`src/rtl/core/ps2_set1_scancode_decoder_fifo_defines.svh`:
```
// Assertion macros for the PS/2 set-1 decoder block.
// Standalone header; no dependencies.
`ifndef PS2_SET1_SCANCODE_DECODER_FIFO_DEFINES_SVH
`define PS2_SET1_SCANCODE_DECODER_FIFO_DEFINES_SVH
`ifndef SYNTH
`define PS2_ASSERT(lbl, clk, rst, prop, msg) \
  lbl: assert property (@(posedge clk) disable iff (rst) (prop)) else $error(msg);
`define PS2_ASSERT_NEXT(lbl, clk, rst, ante, cons, msg) \
  lbl: assert property (@(posedge clk) disable iff (rst) (ante) |=> (cons)) else $error(msg);
`else
`define PS2_ASSERT(lbl, clk, rst, prop, msg)
`define PS2_ASSERT_NEXT(lbl, clk, rst, ante, cons, msg)
`endif
`endif

```
`src/rtl/core/ps2kbd_pkg.sv`:
```
// Shared types, scancode constants and ASCII tables for the PS/2 set-1 decoder.
// No dependencies.
package ps2kbd_pkg;

  localparam int CODE_W = 9;  // widest code is a special, 0x100 + n

  localparam logic [7:0] SC_PREFIX  = 8'hE0;
  localparam logic [6:0] SC_LSHIFT  = 7'h2A;
  localparam logic [6:0] SC_RSHIFT  = 7'h36;
  localparam logic [6:0] SC_CTRL    = 7'h1D;
  localparam logic [6:0] SC_ALT     = 7'h38;
  localparam logic [7:0] SC_C       = 8'h2E;
  localparam logic [7:0] SC_TAB     = 8'h0F;
  localparam logic [7:0] SC_UP      = 8'h48;
  localparam logic [7:0] SC_DOWN    = 8'h50;
  localparam logic [7:0] SC_LEFT    = 8'h4B;
  localparam logic [7:0] SC_RIGHT   = 8'h4D;
  localparam logic [7:0] SC_HOME    = 8'h47;
  localparam logic [7:0] SC_END     = 8'h4F;
  localparam logic [7:0] SC_PGUP    = 8'h49;
  localparam logic [7:0] SC_PGDN    = 8'h51;
  localparam logic [5:0] SC_MAP_LEN = 6'd58;

  localparam logic [CODE_W-1:0] CODE_UP    = 9'h100;
  localparam logic [CODE_W-1:0] CODE_DOWN  = 9'h101;
  localparam logic [CODE_W-1:0] CODE_LEFT  = 9'h102;
  localparam logic [CODE_W-1:0] CODE_RIGHT = 9'h103;
  localparam logic [CODE_W-1:0] CODE_HOME  = 9'h104;
  localparam logic [CODE_W-1:0] CODE_END   = 9'h105;
  localparam logic [CODE_W-1:0] CODE_PGUP  = 9'h106;
  localparam logic [CODE_W-1:0] CODE_PGDN  = 9'h107;
  localparam logic [CODE_W-1:0] CODE_TAB   = 9'h108;
  localparam logic [CODE_W-1:0] CODE_CTRLC = 9'h109;

  localparam logic [15:0] KEY_NONE = 16'hFFFF;

  typedef logic [CODE_W-1:0] code_t;

  // decoder -> queue
  typedef struct packed {
    logic  hit;
    code_t code;
  } dec_t;

  function automatic logic [7:0] plain_ascii(input logic [5:0] idx);
    logic [7:0] c;
    case (idx)
      6'd1:  c = 8'h1B;  6'd2:  c = 8'h31;  6'd3:  c = 8'h32;  6'd4:  c = 8'h33;
      6'd5:  c = 8'h34;  6'd6:  c = 8'h35;  6'd7:  c = 8'h36;  6'd8:  c = 8'h37;
      6'd9:  c = 8'h38;  6'd10: c = 8'h39;  6'd11: c = 8'h30;  6'd12: c = 8'h2D;
      6'd13: c = 8'h3D;  6'd14: c = 8'h08;  6'd15: c = 8'h09;  6'd16: c = 8'h71;
      6'd17: c = 8'h77;  6'd18: c = 8'h65;  6'd19: c = 8'h72;  6'd20: c = 8'h74;
      6'd21: c = 8'h79;  6'd22: c = 8'h75;  6'd23: c = 8'h69;  6'd24: c = 8'h6F;
      6'd25: c = 8'h70;  6'd26: c = 8'h5B;  6'd27: c = 8'h5D;  6'd28: c = 8'h0A;
      6'd30: c = 8'h61;  6'd31: c = 8'h73;  6'd32: c = 8'h64;  6'd33: c = 8'h66;
      6'd34: c = 8'h67;  6'd35: c = 8'h68;  6'd36: c = 8'h6A;  6'd37: c = 8'h6B;
      6'd38: c = 8'h6C;  6'd39: c = 8'h3B;  6'd40: c = 8'h27;  6'd41: c = 8'h60;
      6'd43: c = 8'h5C;  6'd44: c = 8'h7A;  6'd45: c = 8'h78;  6'd46: c = 8'h63;
      6'd47: c = 8'h76;  6'd48: c = 8'h62;  6'd49: c = 8'h6E;  6'd50: c = 8'h6D;
      6'd51: c = 8'h2C;  6'd52: c = 8'h2E;  6'd53: c = 8'h2F;  6'd55: c = 8'h2A;
      6'd57: c = 8'h20;
      default: c = 8'h00;
    endcase
    return c;
  endfunction

  function automatic logic [7:0] upper_ascii(input logic [5:0] idx);
    logic [7:0] c;
    case (idx)
      6'd1:  c = 8'h1B;  6'd2:  c = 8'h21;  6'd3:  c = 8'h40;  6'd4:  c = 8'h23;
      6'd5:  c = 8'h24;  6'd6:  c = 8'h25;  6'd7:  c = 8'h5E;  6'd8:  c = 8'h26;
      6'd9:  c = 8'h2A;  6'd10: c = 8'h28;  6'd11: c = 8'h29;  6'd12: c = 8'h5F;
      6'd13: c = 8'h2B;  6'd14: c = 8'h08;  6'd15: c = 8'h09;  6'd16: c = 8'h51;
      6'd17: c = 8'h57;  6'd18: c = 8'h45;  6'd19: c = 8'h52;  6'd20: c = 8'h54;
      6'd21: c = 8'h59;  6'd22: c = 8'h55;  6'd23: c = 8'h49;  6'd24: c = 8'h4F;
      6'd25: c = 8'h50;  6'd26: c = 8'h7B;  6'd27: c = 8'h7D;  6'd28: c = 8'h0A;
      6'd30: c = 8'h41;  6'd31: c = 8'h53;  6'd32: c = 8'h44;  6'd33: c = 8'h46;
      6'd34: c = 8'h47;  6'd35: c = 8'h48;  6'd36: c = 8'h4A;  6'd37: c = 8'h4B;
      6'd38: c = 8'h4C;  6'd39: c = 8'h3A;  6'd40: c = 8'h22;  6'd41: c = 8'h7E;
      6'd43: c = 8'h7C;  6'd44: c = 8'h5A;  6'd45: c = 8'h58;  6'd46: c = 8'h43;
      6'd47: c = 8'h56;  6'd48: c = 8'h42;  6'd49: c = 8'h4E;  6'd50: c = 8'h4D;
      6'd51: c = 8'h3C;  6'd52: c = 8'h3E;  6'd53: c = 8'h3F;  6'd55: c = 8'h2A;
      6'd57: c = 8'h20;
      default: c = 8'h00;
    endcase
    return c;
  endfunction

endpackage

```
`src/rtl/core/ps2_set1_scancode_decoder_fifo.sv`:
```
// PS/2 set-1 scancode decoder with key-code queue: top level.
// Depends on ps2kbd_pkg, ps2kbd_decode and ps2kbd_fifo.
//
// Each input item is either a raw set-1 scancode byte (action 0) or a pop
// request (action 1), and each gives exactly one result item. Scancodes
// track shift/ctrl/alt and the E0 prefix and may queue a code: US ASCII, or
// 0x100+n for up, down, left, right, home, end, page up, page down, tab and
// ctrl+C. The queue holds QUEUE_DEPTH-1 codes; a code produced while it is
// full is lost and flagged by dropped. A pop returns the oldest code, or
// 0xFFFF with queue_empty set. Throughput is one item per clock when the
// output is not stalled. An input register is followed by the result
// register, the result stage being where the queue memory's registered read
// lands. A stalled output holds one result while one more item waits in the
// input register. Reset clears flags and pointers at once; there is no
// clearing pass, and queue entries are only returned once written.
module ps2_set1_scancode_decoder_fifo #(
  parameter int QUEUE_DEPTH = 256
) (
  input  logic        clk,
  input  logic        rst,
  input  logic        in_valid,
  output logic        in_ready,
  input  logic        action,
  input  logic [7:0]  scan_byte,
  output logic        out_valid,
  input  logic        out_ready,
  output logic [15:0] key_code,
  output logic        queue_empty,
  output logic        queued,
  output logic        dropped
);
  import ps2kbd_pkg::*;

  // input stage
  logic       s1_valid;
  logic       s1_action;
  logic [7:0] s1_byte;

  // result stage
  logic       res_pop;

  logic  adv;     // result register free or being emptied
  logic  step;    // the item in the input stage moves on this edge
  logic  push, pop, full, empty;
  dec_t  dec;
  code_t rd_data;

  assign adv      = !out_valid || out_ready;
  assign step     = s1_valid && adv;
  assign in_ready = !s1_valid || adv;

  always_ff @(posedge clk) begin
    if (rst) begin
      s1_valid <= 1'b0;
    end else if (in_ready) begin
      s1_valid <= in_valid;
    end
  end

  always_ff @(posedge clk) begin
    if (in_valid && in_ready) begin
      s1_action <= action;
      s1_byte   <= scan_byte;
    end
  end

  ps2kbd_decode u_decode (
    .clk       (clk),
    .rst       (rst),
    .en        (step && !s1_action),
    .scan_byte (s1_byte),
    .dec       (dec)
  );

  // a produced code goes in unless the queue is full
  assign push = step && !s1_action && dec.hit && !full;
  assign pop  = step && s1_action && !empty;

  ps2kbd_fifo #(
    .DEPTH (QUEUE_DEPTH)
  ) u_fifo (
    .clk     (clk),
    .rst     (rst),
    .step    (step),
    .push    (push),
    .pop     (pop),
    .wr_data (dec.code),
    .rd_data (rd_data),
    .full    (full),
    .empty   (empty)
  );

  always_ff @(posedge clk) begin
    if (rst) begin
      out_valid <= 1'b0;
    end else if (adv) begin
      out_valid <= s1_valid;
    end
  end

  always_ff @(posedge clk) begin
    if (step) begin
      res_pop     <= s1_action;
      queue_empty <= s1_action && empty;
      queued      <= !s1_action && dec.hit && !full;
      dropped     <= !s1_action && dec.hit && full;
    end
  end

  // rd_data already holds the entry read on the step edge
  always_comb begin
    if (!res_pop) begin
      key_code = '0;
    end else if (queue_empty) begin
      key_code = KEY_NONE;
    end else begin
      key_code = {{(16 - CODE_W){1'b0}}, rd_data};
    end
  end

endmodule

```
`src/rtl/core/ps2kbd_decode.sv`:
```
// Set-1 scancode decoder: modifier and E0 prefix flags, code lookup.
// Depends on ps2kbd_pkg.
module ps2kbd_decode (
  input  logic              clk,
  input  logic              rst,
  input  logic              en,         // take scan_byte this cycle
  input  logic [7:0]        scan_byte,
  output ps2kbd_pkg::dec_t  dec
);
  import ps2kbd_pkg::*;

  logic shift_held, ctrl_held, alt_held, prefix_seen;
  logic shift_held_next, ctrl_held_next, alt_held_next, prefix_seen_next;
  logic [6:0] k;
  logic [7:0] asc;

  assign k   = scan_byte[6:0];
  assign asc = shift_held ? upper_ascii(scan_byte[5:0]) : plain_ascii(scan_byte[5:0]);

  always_comb begin
    shift_held_next  = shift_held;
    ctrl_held_next   = ctrl_held;
    alt_held_next    = alt_held;
    prefix_seen_next = prefix_seen;
    dec.hit  = 1'b0;
    dec.code = '0;
    if (scan_byte == SC_PREFIX) begin
      prefix_seen_next = 1'b1;
    end else if (scan_byte[7]) begin
      // break: an extended one only drops the prefix
      if (prefix_seen) begin
        prefix_seen_next = 1'b0;
      end else begin
        if (k == SC_LSHIFT || k == SC_RSHIFT) shift_held_next = 1'b0;
        if (k == SC_CTRL) ctrl_held_next = 1'b0;
        if (k == SC_ALT)  alt_held_next  = 1'b0;
      end
    end else if (prefix_seen) begin
      prefix_seen_next = 1'b0;
      dec.hit = 1'b1;
      case (scan_byte)
        SC_UP:    dec.code = CODE_UP;
        SC_DOWN:  dec.code = CODE_DOWN;
        SC_LEFT:  dec.code = CODE_LEFT;
        SC_RIGHT: dec.code = CODE_RIGHT;
        SC_HOME:  dec.code = CODE_HOME;
        SC_END:   dec.code = CODE_END;
        SC_PGUP:  dec.code = CODE_PGUP;
        SC_PGDN:  dec.code = CODE_PGDN;
        default:  dec.hit  = 1'b0;
      endcase
    end else if (k == SC_LSHIFT || k == SC_RSHIFT) begin
      shift_held_next = 1'b1;
    end else if (k == SC_CTRL) begin
      ctrl_held_next = 1'b1;
    end else if (k == SC_ALT) begin
      alt_held_next = 1'b1;
    end else if (ctrl_held && scan_byte == SC_C) begin
      dec.hit  = 1'b1;
      dec.code = CODE_CTRLC;
    end else if (scan_byte == SC_TAB) begin
      dec.hit  = 1'b1;
      dec.code = CODE_TAB;
    end else if (scan_byte[7:6] == 2'b00 && scan_byte[5:0] < SC_MAP_LEN) begin
      dec.hit  = (asc != 8'h00);
      dec.code = {1'b0, asc};
    end
  end

  always_ff @(posedge clk) begin
    if (rst) begin
      shift_held  <= 1'b0;
      ctrl_held   <= 1'b0;
      alt_held    <= 1'b0;
      prefix_seen <= 1'b0;
    end else if (en) begin
      shift_held  <= shift_held_next;
      ctrl_held   <= ctrl_held_next;
      alt_held    <= alt_held_next;
      prefix_seen <= prefix_seen_next;
    end
  end

endmodule

```
`src/rtl/core/ps2kbd_fifo.sv`:
```
// Key-code ring queue, one slot kept free, registered read port.
// Depends on ps2kbd_pkg and the block's assertion macro header.
`include "ps2_set1_scancode_decoder_fifo_defines.svh"
module ps2kbd_fifo #(
  parameter int DEPTH = 256
) (
  input  logic              clk,
  input  logic              rst,
  input  logic              step,     // an item moves to the result stage
  input  logic              push,
  input  logic              pop,
  input  ps2kbd_pkg::code_t wr_data,
  output ps2kbd_pkg::code_t rd_data,
  output logic              full,
  output logic              empty
);
  import ps2kbd_pkg::*;

  localparam int PW = (DEPTH > 1) ? $clog2(DEPTH) : 1;
  localparam logic [PW-1:0] LAST = PW'(DEPTH - 1);

  code_t          mem [DEPTH];
  logic [PW-1:0]  write_ptr, read_ptr;
  logic [PW-1:0]  write_ptr_inc, read_ptr_inc;

  assign write_ptr_inc = (write_ptr == LAST) ? '0 : write_ptr + 1'b1;
  assign read_ptr_inc  = (read_ptr  == LAST) ? '0 : read_ptr  + 1'b1;
  assign empty = (read_ptr == write_ptr);
  assign full  = (write_ptr_inc == read_ptr);

  always_ff @(posedge clk) begin
    if (rst) begin
      write_ptr <= '0;
      read_ptr  <= '0;
    end else begin
      if (push) write_ptr <= write_ptr_inc;
      if (pop)  read_ptr  <= read_ptr_inc;
    end
  end

  always_ff @(posedge clk) begin
    if (push) mem[write_ptr] <= wr_data;
    if (step) rd_data <= mem[read_ptr];
  end

  `PS2_ASSERT_NEXT(a_push_fills, clk, rst, push, !empty, "queue empty after a push")
  `PS2_ASSERT_NEXT(a_pop_frees, clk, rst, pop, !full, "queue full after a pop")
  `PS2_ASSERT(a_full_not_empty, clk, rst, !(full && empty), "queue both full and empty")
  `PS2_ASSERT(a_ops_need_step, clk, rst, !((push || pop) && !step), "queue op without a step")

endmodule
```
`config.mk`:
```
export PLATFORM = sky130hd
export DESIGN_NAME = ps2_set1_scancode_decoder_fifo
export DESIGN_NICKNAME = d
export VERILOG_FILES = /design/src/rtl/core/ps2kbd_pkg.sv /design/src/rtl/core/ps2_set1_scancode_decoder_fifo.sv /design/src/rtl/core/ps2kbd_decode.sv /design/src/rtl/core/ps2kbd_fifo.sv
export VERILOG_INCLUDE_DIRS = /design/src /design/src/rtl/core
export SDC_FILE = /design/constraint.sdc
export NUM_CORES = 2
export LEC_CHECK = 0
export BUFFER_PORTS_ARGS = -buffer_cell sky130_fd_sc_hd__buf_2
export CORE_AREA = 2 2 435 437
export CTS_CLUSTER_DIAMETER = 60
export DETAILED_ROUTE_END_ITERATION = 7
export DIE_AREA = 0 0 437 439
export GPL_ROUTABILITY_DRIVEN = 0
export SLEW_MARGIN = 15
export SYNTH_ARGS = -nofsm -noshare
export SYNTH_HDL_FRONTEND = slang
export SYNTH_SLANG_ARGS = --single-unit
```
`constraint.sdc`:
```
create_clock -name clk -period 32.8 [get_ports clk]
set_input_delay 4.92 -clock clk [delete_from_list [all_inputs] [get_ports clk]]
set_output_delay 4.92 -clock clk [all_outputs]
set_load 0.01 [all_outputs]
```
==> run_results.csv <==
group,metric,value,unit
run_status,outcome,"complete, no violations",
routing,drc,0,
critical_path,endpoint,"in_ready",
logic_synthesis,ys_seq_area_share,74.8,%
routing,wl_per_cell,32.8,um
critical_path,rr_worst_depth,10,
placement,place_hpwl,138000,um
timing,finalMaxSlewViolations,0,
clocking,cts_sinks,2104,
clocking,cts_buffer_depth,3,
routing,dr.pass1.iters,7,
logic_synthesis,synth_ff_type,"edfxtp_1",
floorplanning,initial_core_util,44.9,%
min_path,worstHoldPathCells,2,
critical_path,worstSetupStartpointType,"input pin",
floorplanning,io_pins,34,
floorplanning,die_height,439,um
logic_synthesis,synth_xor_area_share,0.250,%
clocking,hold_buffers,0,
clocking,cts-buffers-inserted,211,
routing,postRouteAntennaNets,0,
floorplanning,dieArea,192000,sq um
logic_synthesis,synthTopCellsByArea,"edfxtp_1 (74%), mux4_2 (12%), mux2i_1 (1.9%)",
timing,maxSlewHeadroom,9.44,%
clocking,cts-htree-levels,4,
power,ir_worst_vdd,0.0585,mV
critical_path,crit_chain,"buf_2 > nand3b_1 > buf_2",
floorplanning,fp.dieW,437,um
power,p_per_area,58.4,nW/um^2
critical_path,worstPathArrival,5.44,ns
final_layout,syn_to_final_growth,11.4,%
logic_synthesis,netlist_instances,4318,
routing,avgViaCountPerCell,6.20,
routing,dr_total_vias,43800,
clocking,cts_root_buffer,"clkbuf_16",
global_routing,grt_pass1_vias,42800,
logic_synthesis,synth-adder-area-share,0.253,%
global_routing,antenna_found_initial,3,
placement,portBuffers,33,
logic_synthesis,avgSynthCellArea,19.4,sq um
critical_path,crit_path_start,"out_ready",
critical_path,timing.rr.start,"u_fifo.read_ptr[0]$_SDFFE_PP0P_",
logic_synthesis,synthArstFlopShare,0,%
global_routing,grtUsageTotal,24.0,%
clocking,cts_tree,"yes",
routing,wl,231000,um
timing,whs,0.480,ns
logic_synthesis,yosysWarnings,0,
timing,max_freq,96.5,MHz
logic_synthesis,synth-edff-count,2069,
critical_path,required,27.88,ns
timing,rsz0062_at_grt,"false",
final_layout,final_nets,4418,
routing,first_iter_violations,5377,
timing,final_hold_viol_count,0,
timing,tightest_slew,1.35,ns
logic_synthesis,synth_top_area_share,74.0,%
critical_path,end_kind,"output port",
final_layout,drive_above_1_share,22.6,%
run,maxCapViolCount,0,
timing,fin_worst_skew,0.0345,ns
logic_synthesis,synth_top_family_by_area,"multiplexers",
global_routing,grt_pass1_wl,328000,um
timing,period_needed,10.36,ns
clocking,post_cts_buffers,0,
logic_synthesis,yosys.area_share.simple,4.11,%
logic_synthesis,synthesis.nets,4348,
min_path,min_path_type,"reg -> reg",
critical_path,r2r_end,"u_fifo.rd_data[8]$_DFFE_PP_",
critical_path,r2r_slack,26.15,ns
floorplanning,fp-row-count,159,
logic_synthesis,synth.area.mux_share,14.7,%
floorplanning,core,187000,sq um
critical_path,path_common_cell,"buf_2",
logic_synthesis,synth-seq-cells,2104,
critical_path,path_max_fanout,5,
global_routing,grt-ovfl-total,0,
timing,setup_viol,0,
clocking,cts_resized,0,
logic_synthesis,ys_types,86,
critical_path,cp_slowest_cell,"nand3b_1",
logic_synthesis,syn_area,83900,sq um
logic_synthesis,synth_compound_area_share,3.93,%
logic_synthesis,yosys.area.top_type,"edfxtp_1",
critical_path,slowest_delay,0.23,ns
critical_path,worstSetupPathType,"in -> out",
power,p_leak,0.0277,uW
clocking,clkSlewWorstSetupHoldPaths,0.06,ns
timing,post-route-period-util,31.6,%
global_routing,grt_max_degree,185,
clocking,worstSkewPairLatency,0.86,ns
timing,setup_tns,0,ns
-- critical path: cells and delay by family --
family	cells	cell delay (ns)
buffers and inverters	2	0.29
AND/OR/NAND/NOR	1	0.23
-- state kept, by name, summed over array words and instances (netlist names), named ones only --
register and flops:
u_fifo.mem 2048, s1_byte 8, u_fifo.rd_data 8, u_fifo.read_ptr 8
u_fifo.write_ptr 8, dropped 1, out_valid 1, queue_empty 1
queued 1, res_pop 1, s1_action 1, s1_valid 1
u_decode.ctrl_held 1, u_decode.prefix_seen 1, u_decode.shift_held 1
-- worst min path at each step --
stage               slack (ns)             startpoint                endpoint
floorplan                 0.45  s1_valid$_SDFFE_PP0N_  out_valid$_SDFFE_PP0P_
global placement          0.48  s1_valid$_SDFFE_PP0N_  out_valid$_SDFFE_PP0P_
detailed placement        0.47  s1_valid$_SDFFE_PP0N_  out_valid$_SDFFE_PP0P_
CTS                       0.48  s1_valid$_SDFFE_PP0N_  out_valid$_SDFFE_PP0P_
global route              0.50  s1_valid$_SDFFE_PP0N_  out_valid$_SDFFE_PP0P_
finish                    0.48  s1_valid$_SDFFE_PP0N_  out_valid$_SDFFE_PP0P_
-- cell type report --
| type | instances | area, sq um |
|---|---|---|
| Inverter | 18 | 72.6 |
| Timing Repair Buffer | 136 | 1080 |
| Sequential cell | 2104 | 62800 |
| Clock inverter | 132 | 1270 |
| Multi-Input combinational cell | 1917 | 19700 |
| Fill cell | 15100 | 93500 |
| Clock buffer | 254 | 5480 |
| Tap cell | 2495 | 3120 |
| Antenna cell | 4 | 10.0 |
-- cells in the mapped netlist, types with 8 or more instances --
library cell,number
nor2b_1,23
mux2_2,26
nand2b_1,17
edfxtp_1,2069
o221ai_1,24
xnor2_1,11
nor4_1,11
o211ai_1,18
a311oi_1,8
nor2_1,272
a21oi_1,94
o21ai_0,62
nor2_2,59
a22oi_1,84
clkbuf_1,96
a31oi_1,16
o21a_1,13
mux2i_1,163
or3_1,10
nand2_1,207
nand3b_1,9
buf_2,92
nand3_1,31
mux4_2,461
dfxtp_1,35
buf_6,31
ha_1,17
and2_1,10
a22o_1,12
xor2_1,13
buf_1,18
a221oi_1,24
inv_1,16
o31ai_1,12
nor3_1,47
buf_4,42
o22ai_1,35
nand4_1,9
a211oi_1,27
-- cell usage in the layout (no fill, tap or decap), types with 10 or more instances in the layout --
master	count
a211oi_1	27
a21oi_1	94
a221oi_1	24
a22o_1	12
a22oi_1	84
a31oi_1	16
buf_12	11
buf_2	33
buf_4	92
bufinv_16	21
clkbuf_1	41
clkbuf_16	213
clkinv_1	49
clkinv_2	38
dfxtp_1	28
edfxtp_1	2069
ha_1	14
inv_1	16
mux2_2	26
mux2i_1	162
mux4_2	461
nand2_1	207
nand2b_1	17
nand3_1	31
nor2_1	266
nor2_2	61
nor2b_1	17
nor3_1	43
o211ai_1	18
o21a_1	13
o21ai_0	62
o221ai_1	24
o22ai_1	33
o31ai_1	11
or3_1	10
xnor2_1	11
xor2_1	13
-- report_power, final --
| part | leakage (uW) | internal [uW] | total [uW] | switching [uW] |
|---|---|---|---|---|
| Clock | 0.00330 | 1350 | 2370 | 1020 |
| Combinational | 0.00551 | 20.9 | 112 | 91.6 |
| Sequential | 0.0188 | 2970 | 2970 | 4.60 |
| Total | 0.0277 | 4340 | 5460 | 1120 |
-- through the flow --
| step | area (sq um) | worst slack, ns | std cells | util (%) | power (uW) |
|---|---|---|---|---|---|
| 2_1_floorplan | 83900 | 18.95 | 4318 | - | 3110 |
| 3_3_place_gp | 86800 | 22.46 | 6670 | 46.4 | 3140 |
| 3_5_place_dp | 86800 | 22.44 | 6670 | 46.4 | 3140 |
| 4_1_cts | 93500 | 22.43 | 7056 | 50.0 | 5490 |
| 5_1_grt | 93500 | 22.39 | 7057 | 50.0 | 5600 |
| 6_report | 93500 | 22.44 | 7060 | 50.0 | 5460 |
-- layer usage --
layer,up-vias,GRT usage [%],wire length (um)
li1,17900,-,-
met5,-,0,13
met2,2411,36.8,107000
met3,386,5.20,21600
met4,2,8.29,8590
met1,23100,34.1,94500
-- cells by family (layout without fill, tap and decap cells) --
| group | count (synthesis) | after routing |
|---|---|---|
| other | 0 | 4 |
| AOI/OAI and AO/OA | 481 | 481 |
| buffers and inverters | 297 | 540 |
| adders and majority gates | 17 | 17 |
| DFF | 2104 | 2104 |
| xor gates and xnor gates | 24 | 24 |
| muxes | 651 | 651 |
| and+or+nand+nor | 744 | 744 |
(Power assumes the default switching activity.)
